## config.mk

```make
export PLATFORM = sky130hd
export DESIGN_NAME = mme_mulmod
export DESIGN_NICKNAME = d
export VERILOG_FILES = /design/src/rtl/mme_pkg.sv /design/src/rtl/mme_mulmod.sv
export SDC_FILE = /design/constraint.sdc
export NUM_CORES = 1
export LEC_CHECK = 0
export ABC_CLOCK_PERIOD_IN_PS = 12310
export BUFFER_PORTS_ARGS = -buffer_cell sky130_fd_sc_hd__buf_2
export CORE_MARGIN = 10
export CORE_UTILIZATION = 23
export CTS_CLUSTER_DIAMETER = 150
export DETAILED_ROUTE_END_ITERATION = 10
export PLACE_DENSITY_LB_ADDON = 0.3
export SYNTH_ARGS = -nofsm -noshare
export SYNTH_HDL_FRONTEND = slang
export SYNTH_SLANG_ARGS = --single-unit
```

## constraint.sdc

```tcl
create_clock -name clk -period 12.31 [get_ports clk]
set_clock_uncertainty 0.15 [all_clocks]
set_input_delay 0 -clock clk [delete_from_list [all_inputs] [get_ports clk]]
set_output_delay 0 -clock clk [all_outputs]
set_load 0.005 [all_outputs]
```

## src/rtl/mme_pkg.sv

```systemverilog
package mme_pkg;

	localparam int BASE_W = 31;
	localparam int EXP_W  = 63;
	localparam int RES_W  = 31;
	localparam int MOD_W  = 31;
	localparam int CNT_W  = $clog2(BASE_W);

	localparam logic [MOD_W-1:0] MOD_RESET = 31'd1000000007;

	typedef enum logic [5:0] {
		ST_IDLE   = 6'b000001,
		ST_REDUCE = 6'b000010,
		ST_STEP   = 6'b000100,
		ST_MUL    = 6'b001000,
		ST_SQR    = 6'b010000,
		ST_FINISH = 6'b100000
	} mme_state_t;

endpackage

```

## src/rtl/mme_mulmod.sv

```systemverilog
module mme_mulmod import mme_pkg::*; #(
	parameter int MW = 31
) (
	input  logic              clk,
	input  logic              arst_n,
	input  logic              start,
	input  logic [MW-1:0]     a,
	input  logic [BASE_W-1:0] b,
	input  logic [MW-1:0]     m,
	output logic              done,
	output logic [MW-1:0]     product
);

	logic [MW-1:0]     a_q;
	logic [MW-1:0]     m_q;
	logic [MW:0]       twom_q;
	logic [BASE_W-1:0] b_q;
	logic [MW-1:0]     r_q;
	logic [CNT_W-1:0]  cnt_q;
	logic              busy_q;
	logic              done_q;

	logic [MW+1:0]     sum;
	logic [MW+1:0]     sub_one;
	logic [MW+1:0]     sub_two;
	logic [MW-1:0]     r_next;

	// shift in one multiplier bit, then fold back below m
	always_comb begin
		sum     = {1'b0, r_q, 1'b0} + {2'b00, (b_q[BASE_W-1] ? a_q : '0)};
		sub_one = sum - {2'b00, m_q};
		sub_two = sum - {1'b0, twom_q};
		if (sum >= {1'b0, twom_q}) begin
			r_next = sub_two[MW-1:0];
		end else if (sum >= {2'b00, m_q}) begin
			r_next = sub_one[MW-1:0];
		end else begin
			r_next = sum[MW-1:0];
		end
	end

	always_ff @(posedge clk or negedge arst_n) begin
		if (!arst_n) begin
			busy_q <= 1'b0;
			done_q <= 1'b0;
			cnt_q  <= '0;
		end else begin
			done_q <= 1'b0;
			if (start) begin
				busy_q <= 1'b1;
				cnt_q  <= '0;
			end else if (busy_q) begin
				cnt_q <= cnt_q + CNT_W'(1);
				if (cnt_q == CNT_W'(BASE_W-1)) begin
					busy_q <= 1'b0;
					done_q <= 1'b1;
				end
			end
		end
	end

	always_ff @(posedge clk) begin
		if (start) begin
			a_q    <= a;
			m_q    <= m;
			twom_q <= {m, 1'b0};
			b_q    <= b;
			r_q    <= '0;
		end else if (busy_q) begin
			r_q <= r_next;
			b_q <= {b_q[BASE_W-2:0], 1'b0};
		end
	end

	assign done    = done_q;
	assign product = r_q;

endmodule

```

Word-level counts from Yosys, hierarchy flattened
Index checks and enable logic that the tools add are counted.
- add/sub/neg operators: 4
- magnitude comparators: 2
- equal/unequal tests: 1
- muxes and demuxes: 13
- reduce and logical (&&, ||, !) cells: 1
- operators with widths (operator ; count):
    31-bit 2-to-1 mux ; 5
    31-bit subtractor ; 2
    32-bit by 31-bit adder with 33-bit output ; 1
    33-bit by 31-bit >= comparator with 1-bit output ; 1
    33-bit by 32-bit >= comparator with 1-bit output ; 1
    5-bit 2-to-1 mux ; 2
    1-bit 2-to-1 mux ; 6
    5-bit by 1-bit adder with 5-bit output, second input constant ; 1
    5-bit equality test, second input constant ; 1
    2-bit nonzero test ; 1
- register bits after elaboration: 131
- input bits: 96
- output and inout bits: 32
- logic and storage cells: 28

Longest topological paths before layout
Gate-level depths: netlist (run 1).
- depth in word-level cells: 5
- gate-level depth with buffers: 27

Least setup slack after synthesis (run 1)
Ideal clock, no wire load.
- kind: reg-to-reg
- from: register b_q[30]
- to: register r_q[22], in the netlist product[22]
- library setup time: 0.133 ns
- data arrival time: 4.979 ns
- setup slack: 7.048 ns
- stages on the path, launching flop included: 25
- clock period less this slack: 5.262 ns
- cells stage by stage: edfxtp_1 -> clkbuf_1 -> and2_1 -> ha_1 -> a21o_1 -> a21o_1 -> a311oi_1 -> o21a_1 -> nor2_1 -> a21boi_0 -> o21ai_0 -> xor2_1 -> ha_1 -> a21o_1 -> or3_1 -> a211oi_1 -> o31ai_1 -> a21oi_1 -> nand2_2 -> a2111oi_4 -> nor3_4 -> buf_6 -> mux2_4 -> a21oi_1 -> nor3_1
- longest elaborated chain between the ends: 5
- ends and longest elaborated chain (what ; RTL line ; source):
    from (decl) ; mme_mulmod.sv:17 ; logic [BASE_W-1:0] b_q;
    from (signal assigned) ; mme_mulmod.sv:71 ; b_q <= {b_q[BASE_W-2:0], 1'b0};
    31-bit 2-to-1 mux * ; mme_mulmod.sv:30 ; sum = {1'b0, r_q, 1'b0} + {2'b00, (b_q[BASE_W-1] ? a_q : '0)};
    32-bit by 31-bit adder with 33-bit output * ; mme_mulmod.sv:30 ;
    31-bit subtractor or 33-bit by 31-bit >= comparator with 1-bit output (tied branches) ; mme_mulmod.sv:31, mme_mulmod.sv:35 ;
    31-bit 2-to-1 mux ; mme_mulmod.sv:35 ; end else if (sum >= {2'b00, m_q}) begin
    31-bit 2-to-1 mux * ; mme_mulmod.sv:33 ; if (sum >= {1'b0, twom_q}) begin
    to (signal assigned) ; mme_mulmod.sv:70 ; r_q <= r_next;
    to (decl) ; mme_mulmod.sv:18 ; logic [MW-1:0] r_q;
Mark *: on every way between the ends. The rest lies on a longest branch, timed or not.
A chain may end at the register's enable or synchronous reset.

Worst setup path after layout (run 1)
- from: register b_q[30]
- to: register r_q[0], in the netlist product[0]
The elaborated chain is that of the path after synthesis.

==> results.md, run 1 <==
* Drt drc at 0
* Setup TNS at 0 ps
* Post-synth top flop: edfxtp_1
* Post-synth EDFFs at 93
* Main area contributors after synthesis: edfxtp_1, ha_1, dfxtp_1
* Layout cells sized above 1 at 18.89%
* Async S/R FF share, synth at 5.344%
* Met2 Use GR at 20.25%
* Unrepaired setup endpoints after global routing: false
* Worst R2R Path Depth at 24
* Met3 Usage GRT at 3.287%
* Clk_lat worst skew at 450 ps
* Most used routing layer: met2
* Initial Util at 23.43%
* Die Y at 230.2 um
* CTS tree: yes
* Final ANT Viol Nets at 0
* Status: finished, final reports clean
* Filler cells at 4652
* Post-place setup slack at 5832 ps
* Critical R2R Launch: b_q[30]
* Cell row count at 76
* Hold path cells at 2
* Final setup viols at 0
* WL/cell at 17.90 um
* CTS-repair resized insts at 0
* Area Growth Syn to Fin at 27.75%
* Required @ worst endpoint at 12530 ps
* Finished Cell Area at 12980 um^2
* CP most frequent cell: a21o_1
* Vias in the first global route at 9104
* Hold EP: twom_q[4]
* Maximum fanout along the worst path at 31
* Clock root buffer: clkbuf_16
* Sequential area share after synthesis at 35.32%
* Post-Syn Area at 10160 um^2
* Worst-margin pin slew at 921.3 ps
* Setup ws final at 5787 ps
* M1 GR Usage at 16.47%
* CTS buffer count at 17
* Slowest-stage cell, CP: a2111oi_4
* Syn Area/Cell at 9.531 um^2
* Final hold vios at 0
* Mapped Cells at 1066
* CP max stage delay at 410 ps
* Max Transition Viols Final at 0
* Routability cong. at 0.8532
* Total wire length at 33610 um
* Crit. End Element: register
* Crit path DAT at 6750 ps
* Dpl cell area at 11420 um^2
* Clock Path Buffers at 2
* WHS at 111.8 ps
* H-tree depth at 4
* Drt first pass iters at 5
* IO Pins at 128
* Top delay family on crit path: compound AO/OA/AOI/OAI gates
* Most frequent cell after synthesis: ha_1
* Top cell type by total area after synthesis: edfxtp_1
* Placed cells at 1749
* Setup crit start: b_q[30]
* Post-CTS Hold Buffers at 96
* All-Layer GR Usage at 12.50%
* Count of input and output buffers at 127
* CP cell instances: buf_4, and2_1, ha_1, a21o_1, a21o_1, a311oi_1, o21a_1, nor2_1, a21boi_0, o21ai_0, xor2_1, ha_1, a21o_1, or3_1, a211oi_1, o31ai_1, a21oi_1, nand2_2, a2111oi_4, nor3_4, buf_4, nand2_1, mux2_1, a211oi_2
* Vias at 8816
* Total grt overflow at 0
* Synth top area share at 27.49%
* Post-Syn Nets at 1259
* CTS sink cnt at 131
* Flop-to-flop setup slack at 5790 ps
* Clk pin slew, worst setup/hold paths at 70 ps
* Hold_sp: m[3]
* Tmin final at 6523 ps
* Crit path kind: register to register
* Ant. Diodes at 0
* F_max at 153.3 MHz
* Ys Warns at 0
* Pwr per Cell Area at 254.7 nW/um^2
* Setup bufs post-CTS at 0
* Die width at 230.2 um
* Startpoint Class: register
* WP buf/inv at 2
* LEAKAGE at 5.572 nW
* Peak VDD IR at 0.0001405 V
* DR vias/cell at 4.697
* DRT iter0 DRCs at 527
* DIE AREA at 52980 um^2
* Non-Filler Instances at 1877
* Unique masters post-synth at 80
* Commonest cells post-synth: ha_1, edfxtp_1, a21oi_1
* Core ar. at 43360 um^2
* Count of maximum capacitance violations at 0
* Final clock period utilization by the worst path at 52.99%
* Antenna violations before repair at 1
* FF-to-FF End: product[0]
* Post-DP HPWL at 25520 um
* Nets at 1472
* Slew headroom at 38.58%
* HP Class: primary input to register
* First-pass GRT wire length at 52020 um
* Pin count of the biggest net entering global routing at 64
* Flop and latch count out of synthesis at 131
==> worst reg2reg max path, cell delays in order, from the launching register on <==
cell	delay [ps]
edfxtp_1	360
buf_4	230
and2_1	190
ha_1	340
a21o_1	180
a21o_1	210
a311oi_1	280
o21a_1	220
nor2_1	100
a21boi_0	380
o21ai_0	190
xor2_1	290
ha_1	350
a21o_1	220
or3_1	310
a211oi_1	390
o31ai_1	150
a21oi_1	240
nand2_2	110
a2111oi_4	410
nor3_4	170
buf_4	300
nand2_1	130
mux2_1	340
a211oi_2	200
==> per-stage QoR <==
step / power (W) / utilization [%]
after CTS: 0.003315 / 29.93
after detailed placement: 0.002734 / 26.34
after global placement: 0.002741 / 26.34
after global routing: 0.003576 / 29.93
after floorplan: 0.002220 / -
final: 0.003306 / 29.93
==> metal layers <==
layer	vias to the layer above	share of wire [%]
li1	4388	-
met1	4205	48
met2	204	46
met3	19	5.0
met4	0	0.84
met5	-	0
==> state kept, by name, summed over array words and instances, names as in the netlist <==
signal   flops
a_q         31
b_q         31
product     31
twom_q      31
cnt_q        5
busy_q       1
done         1
==> cells by family after synthesis <==
logic type,count (synthesis),share of synthesized area [%]
buffers and inverters,94,3.805
adders and majority gates,97,12.17
and+or+nand+nor,296,14.56
xor gates and xnor gates,84,7.241
AOI/OAI and AO/OA,313,20.91
DFF,131,35.32
muxes,51,5.997
==> area by class of cell <==
class / instances / area (um^2) / area share [%]
multi-input combinational: 841 / 6186 / 47.66
sequential: 131 / 3590 / 27.66
timing repair buffer: 231 / 1659 / 12.78
tap: 585 / 732.0 / 5.640
clock buffer: 17 / 425.4 / 3.278
inverter: 57 / 214.0 / 1.649
clock inverter: 15 / 172.7 / 1.330
==> report_power, final <==
part           switching, W  internal (W)  leakage (nW)  total [W]
clock network      0.000245      0.000292         0.297   0.000537
logic               0.00124      0.000923          3.99    0.00217
registers         0.0000548      0.000548          1.29   0.000603
==> placed cells by master (no fill, tap or decap), drive strengths merged, types with 7 or more instances in the layout <==
cell,n
nand2,72
and3,14
nor2,73
edfxtp,93
dfrtp,7
nand4,20
nand3,25
nor2b,7
ha,94
o21bai,14
o21ai,59
mux2,46
and2,36
inv,69
xor2,33
or3,8
a21o,39
a311oi,7
a211oi,17
buf,135
nand2b,9
xnor2,51
a21oi,91
o21a,15
o211ai,9
dlygate4sd3,96
dfxtp,31
a31oi,11
clkbuf,17
nor3,23
==> worst max path at each step <==
stage                             end  slack [ps]  depth (start not counted)
after floorplan           product[22]        7050                         24
after global placement     product[0]        5850                         24
after detailed placement   product[0]        5830                         24
after CTS                  product[0]        5780                         24
after global routing       product[0]        5420                         24
final                      product[0]        5790                         24
Power figures use the tool's default switching activity.
==> run 2: changes to the inputs <==
--- a/config.mk
+++ b/config.mk
@@ -5,7 +5,8 @@
 export SDC_FILE = /design/constraint.sdc
 export NUM_CORES = 1
 export LEC_CHECK = 0
-export ABC_CLOCK_PERIOD_IN_PS = 12310
+export ABC_AREA = 1
+export ABC_CLOCK_PERIOD_IN_PS = 6800
 export BUFFER_PORTS_ARGS = -buffer_cell sky130_fd_sc_hd__buf_2
 export CORE_MARGIN = 10
 export CORE_UTILIZATION = 23
==> constraint.sdc (replaced) <==
create_clock -name clk -period 6.8 [get_ports clk]
set_clock_uncertainty 0.15 [all_clocks]
set_input_delay 0 -clock clk [delete_from_list [all_inputs] [get_ports clk]]
set_output_delay 0 -clock clk [all_outputs]
set_load 0.005 [all_outputs]
==> run 2 against run 1 <==
- synthesized cell count increased by 55%
- power increased by 79%
- hold slack got worse by 36 ps
- critical path type unchanged
==> results.md, run 2 <==
* Status: finished, final reports clean
* Die width at 242.3 um
* Commonest cells post-synth: nand2_1, inv_1, nor2_1
* All-Layer GR Usage at 14.70%
* Flop and latch count out of synthesis at 131
* Max Transition Viols Final at 0
* Total power at 0.005923 W
* Setup bufs post-CTS at 0
* CTS buffer count at 17
* Sw Share at 52.97%
* F_max at 181.8 MHz
* Placed cells at 2424
* Setup TNS at 0 ps
* Main area contributors after synthesis: edfxtp_1, nand2_1, ha_1
* Clk_lat worst skew at 480 ps
* Total grt overflow at 0
* Flop pwr share at 18.3%
* Combinational fraction of design power at 66.1%
* Unique masters post-synth at 45
* Clk pin slew, worst setup/hold paths at 60 ps
* Drt drc at 0
* H-tree depth at 4
* Vias in the first global route at 11690
* CTS tree: yes
* Synth top area share at 24.58%
* Internal power at 0.002785 W
* Ys Warns at 0
* DR vias/cell at 4.526
* Clock root buffer: clkbuf_16
* Slowest-stage cell, CP: edfxtp_1
* Startpoint Class: register
* Area Growth Syn to Fin at 26.85%
* Switching power at 0.003137 W
* Die Y at 242.3 um
* HP Class: primary input to register
* DRT iter0 DRCs at 641
* Final setup viols at 0
* Post-synth EDFFs at 93
* Antenna violations before repair at 0
* Core ar. at 48850 um^2
* Most common cell after layout, fill and taps aside: nand2_1
* Sequential area share after synthesis at 31.59%
* Ant. Diodes at 0
* Pwr per Cell Area at 411.0 nW/um^2
* IO Pins at 128
* Post-Syn Nets at 1848
* Tmin final at 5500 ps
* CTS sink cnt at 131
* Clock power share at 15.6%
* Peak VDD IR at 0.0002656 V
* Final clock period utilization by the worst path at 80.88%
* Most frequent cells in the layout: nand2_1, inv_1, nor2_1
* Top cell type by total area after synthesis: edfxtp_1
* Most frequent cell after synthesis: nand2_1
* Crit. End Element: register
* WL/cell at 16.88 um
* Worst-margin pin slew at 985.5 ps
* Slew headroom at 34.06%
* Unrepaired setup endpoints after global routing: false
* Syn Area/Cell at 6.865 um^2
* First-pass GRT wire length at 66840 um
* Non-Filler Instances at 2566
* DIE AREA at 58690 um^2
* Crit path kind: register to register
* Async S/R FF share, synth at 5.344%
* Setup ws final at 1300 ps
* Initial Util at 23.26%
* Nets at 2082
* Vias at 11614
* Required @ worst endpoint at 7070 ps
* Count of maximum capacitance violations at 0
* Clock Path Buffers at 2
* CP max stage delay at 620 ps
* Mapped Cells at 1655
* Final ANT Viol Nets at 0
* Final hold vios at 0
* Post-Syn Area at 11360 um^2
* Total wire length at 43330 um
* Layout cells sized above 1 at 11.09%
* LEAKAGE at 7.379 nW
* CP most frequent cell: nand2_1
* Post-CTS Hold Buffers at 110
* Cell row count at 81
* CTS-repair resized insts at 0
* Count of input and output buffers at 127
* Pin count of the biggest net entering global routing at 53
* Maximum fanout along the worst path at 30
* Routability cong. at 0.9776
* Crit path DAT at 5770 ps
* Drt first pass iters at 5
* Post-DP HPWL at 35160 um
* Post-place setup slack at 1311 ps
* Post-synth top flop: edfxtp_1
-- run 2: cell types whose count changed after synthesis, moves of 35 or more --
cell and change:
nand2_1 +455, and2_1 -35, nor2_1 +98, inv_1 +167, mux2_2 -35, nand3_1 +101
-- run 2: layer usage --
| metal | global-route usage [%] | routed length [um] |
|---|---|---|
| met1 | 18.50 | 19840 |
| met4 | 5.289 | 1181 |
| met5 | 0 | 0 |
| met3 | 3.031 | 2296 |
| met2 | 24.41 | 20000 |
-- run 2: area by class of cell --
class / count / area (um^2)
Fill cell: 5459 / 34440
Multi-Input combinational cell: 1261 / 6745
Sequential cell: 131 / 3588
Timing Repair Buffer: 246 / 1807
Inverter: 232 / 870.8
Tap cell: 664 / 830.8
Clock buffer: 19 / 442.9
Clock inverter: 13 / 126.4
-- run 2: power groups by stage --
stage / combinational (W) / sequential (W) / clock [W]
floorplan: 0.00267 / 0.00106 / 0
global placement: 0.00380 / 0.00110 / 0
detailed placement: 0.00376 / 0.00110 / 0
CTS: 0.00385 / 0.00109 / 0.000964
global route: 0.00432 / 0.00110 / 0.000988
finish: 0.00391 / 0.00108 / 0.000925
-- run 2: cells by family after synthesis --
family	synth area share (%)
AO/OA/AOI/OAI	10.62
XOR/XNOR	5.628
flip-flops	31.59
AND/OR/NAND/NOR	32.25
adder cells (fa/ha/maj)	10.88
buffers and inverters	9.042
-- run 2: path summary, 6_finish.rpt --
check                           start           to  slack [ps]  depth (start not counted)
max                           b_q[30]  product[17]        1300                         29
max reg2reg                   b_q[30]  product[17]        1300                         29
min in group asynchronous      arst_n     cnt_q[3]         340                          3
max in group asynchronous      arst_n     cnt_q[4]        5890                          3
min reg2reg                product[3]   product[3]         340                          2
min                              a[9]       a_q[9]          80                          2
-- run 2: through the flow --
step | cell area [um^2] | hold WS (ps) | util, %
final | 14410 | 75.73 | 29.50
after floorplan | 11360 | -445.6 | -
after detailed placement | 12740 | -295.2 | 26.08
after global placement | 12740 | -301.4 | 26.08
after global routing | 14410 | 69.31 | 29.50
after CTS | 14410 | 45.58 | 29.50
-- run 2: worst max-delay path: cells and delay by family, from the launching register on --
kind | cells | cell delay, ps
AND/OR/NAND/NOR | 20 | 2610
buffers and inverters | 4 | 490
XOR/XNOR | 1 | 470
flip-flops | 1 | 620
AO/OA/AOI/OAI | 2 | 300
adder cells (fa/ha/maj) | 2 | 770
==> run 3: changes to the inputs <==
--- a/config.mk
+++ b/config.mk
@@ -6,7 +6,7 @@
 export NUM_CORES = 1
 export LEC_CHECK = 0
 export ABC_AREA = 1
-export ABC_CLOCK_PERIOD_IN_PS = 6800
+export ABC_CLOCK_PERIOD_IN_PS = 5490
 export BUFFER_PORTS_ARGS = -buffer_cell sky130_fd_sc_hd__buf_2
 export CORE_MARGIN = 10
 export CORE_UTILIZATION = 23
==> constraint.sdc (replaced) <==
create_clock -name clk -period 5.49 [get_ports clk]
set_clock_uncertainty 0.15 [all_clocks]
set_input_delay 0 -clock clk [delete_from_list [all_inputs] [get_ports clk]]
set_output_delay 0 -clock clk [all_outputs]
set_load 0.005 [all_outputs]
==> run 3 against run 2 <==
- flip-flop and latch count unchanged
- largest power group unchanged
- hold slack improved by 17 ps
- power increased by 26%
- sequential power increased by 24%
- count of clock-buffer cells in the layout decreased by 1
- critical path type unchanged
- largest cell class unchanged
==> results.md, run 3 (same netlist as run 2, synthesis figures left out) <==
* Status: finished, final reports clean
* Filler cells at 5432
* H-tree depth at 4
* CP max stage delay at 460 ps
* IO Pins at 128
* Clock root buffer: clkbuf_16
* WHS at 92.29 ps
* All-Layer GR Usage at 14.63%
* Die width at 242.3 um
* Final clock period utilization by the worst path at 91.74%
* Slew headroom at 39.12%
* Unrepaired setup endpoints after global routing: false
* Crit path kind: register to register
* Post-DP HPWL at 34820 um
* Final setup viols at 0
* Drt first pass iters at 5
* Most common cell after layout, fill and taps aside: nand2_1
* Count of input and output buffers at 127
* Clock Path Buffers at 2
* Finished Cell Area at 14690 um^2
* Layout cells sized above 1 at 11.80%
* LEAKAGE at 7.516 nW
* HP Class: primary input to register
* Crit. End Element: register
* FF/Latch Area at 3588 um^2
* DRT iter0 DRCs at 736
* Max Transition Viols Final at 0
* Multi-input combinational cell area at 6768 um^2
* Dpl cell area at 12840 um^2
* Clk_lat worst skew at 470 ps
* Ant. Diodes at 0
* Tmin final at 5037 ps
* Total grt overflow at 0
* WL/cell at 16.57 um
* Maximum fanout along the worst path at 32
* Final hold vios at 0
* Clk pin slew, worst setup/hold paths at 70 ps
* CTS buffer count at 17
* Area Growth Syn to Fin at 29.28%
* CTS tree: yes
* First-pass GRT wire length at 66620 um
* Antenna violations before repair at 0
* DIE AREA at 58690 um^2
* Worst-margin pin slew at 907.5 ps
* CTS sink cnt at 131
* Startpoint Class: register
* CP most frequent cell: nand2_1
* Placed cells at 2434
* Die Y at 242.3 um
* Final ANT Viol Nets at 0
* Routability cong. at 0.9411
* Core ar. at 48850 um^2
* Setup TNS at 0 ps
* Vias in the first global route at 11819
* Total wire length at 42890 um
* Nets at 2104
* Drt drc at 0
* Required @ worst endpoint at 5750 ps
* Pin count of the biggest net entering global routing at 45
* Slowest-stage cell, CP: xnor2_1
* Cell row count at 81
* F_max at 198.5 MHz
* Most frequent cells in the layout: nand2_1, inv_1, nor2_1
* Pwr per Cell Area at 508.1 nW/um^2
* DR vias/cell at 4.450
* Vias at 11516
* Initial Util at 23.26%
* Peak VDD IR at 0.0002447 V
* Non-Filler Instances at 2588
* Crit path DAT at 5300 ps
* Count of maximum capacitance violations at 0
-- run 3: cell count changes in the layout (fill, tap and decap cells not counted), sizes merged --
cell,before,now
clkinvlp,3,0
clkinv,6,4
dlygate4sd3,110,120
clkbuf,19,18
inv,235,240
buf,136,148
bufinv,1,2
-- run 3: metrics by stage --
| stage | setup WS, ps | util (%) | total power [W] |
|---|---|---|---|
| after floorplan | 1520 | - | 0.004619 |
| after global placement | 204.2 | 26.29 | 0.006186 |
| after detailed placement | 209.7 | 26.29 | 0.006137 |
| after CTS | 181.2 | 29.97 | 0.007474 |
| after global routing | 56.43 | 30.07 | 0.008121 |
| final | 453.3 | 30.07 | 0.007462 |
-- run 3: power by group --
part / switching [W] / total, W / internal, W / leakage [nW]
sequential: 0.000126 / 0.00134 / 0.00122 / 1.30
clock: 0.000511 / 0.00119 / 0.000683 / 0.295
combinational: 0.00324 / 0.00493 / 0.00168 / 5.93
-- run 3: area by class of cell --
class | instances | area share [%]
multi-input cells | 1261 | 46.08
flip-flops and latches | 131 | 24.43
repair buffers | 268 | 13.85
inverters | 232 | 5.929
well taps | 664 | 5.656
clock buffers | 18 | 2.922
clock inverters | 14 | 1.133
-- run 3: repair_timing --
action | in CTS | in global routing
buffers inserted | 0 | 2
endpoints found under the setup margin | 0 | 31
hold buffers | 120 | 0
resized for setup | 0 | 3
endpoints found under the hold margin | 115 | 0
-- run 3: final timing paths --
kind	from	end	slack, ps	depth (start not counted)
max	b_q[30]	product[5]	450	28
min	a[9]	a_q[9]	90	2
max reg2reg	b_q[30]	product[5]	450	28
min reg2reg	cnt_q[4]	cnt_q[4]	340	1
max in group asynchronous	arst_n	cnt_q[2]	4570	3
min in group asynchronous	arst_n	busy_q	360	3
-- run 3: worst max-delay path, delay by kind of cell, from the launching register on --
kind                       cells  cell delay, ps
and+or+nand+nor               18            2310
xor gates and xnor gates       1             460
buffers and inverters          6             690
AOI/OAI and AO/OA              1             130
DFF                            1             430
adders and majority gates      2             780
-- run 3: metal layers --
metal | wire [um] | global-route usage, % | vias to the layer above
met5 | 0 | 0 | -
met1 | 19590 | 18.53 | 5304
met3 | 2109 | 3.031 | 49
li1 | - | - | 5875
met4 | 931 | 4.679 | 0
met2 | 20250 | 24.38 | 288
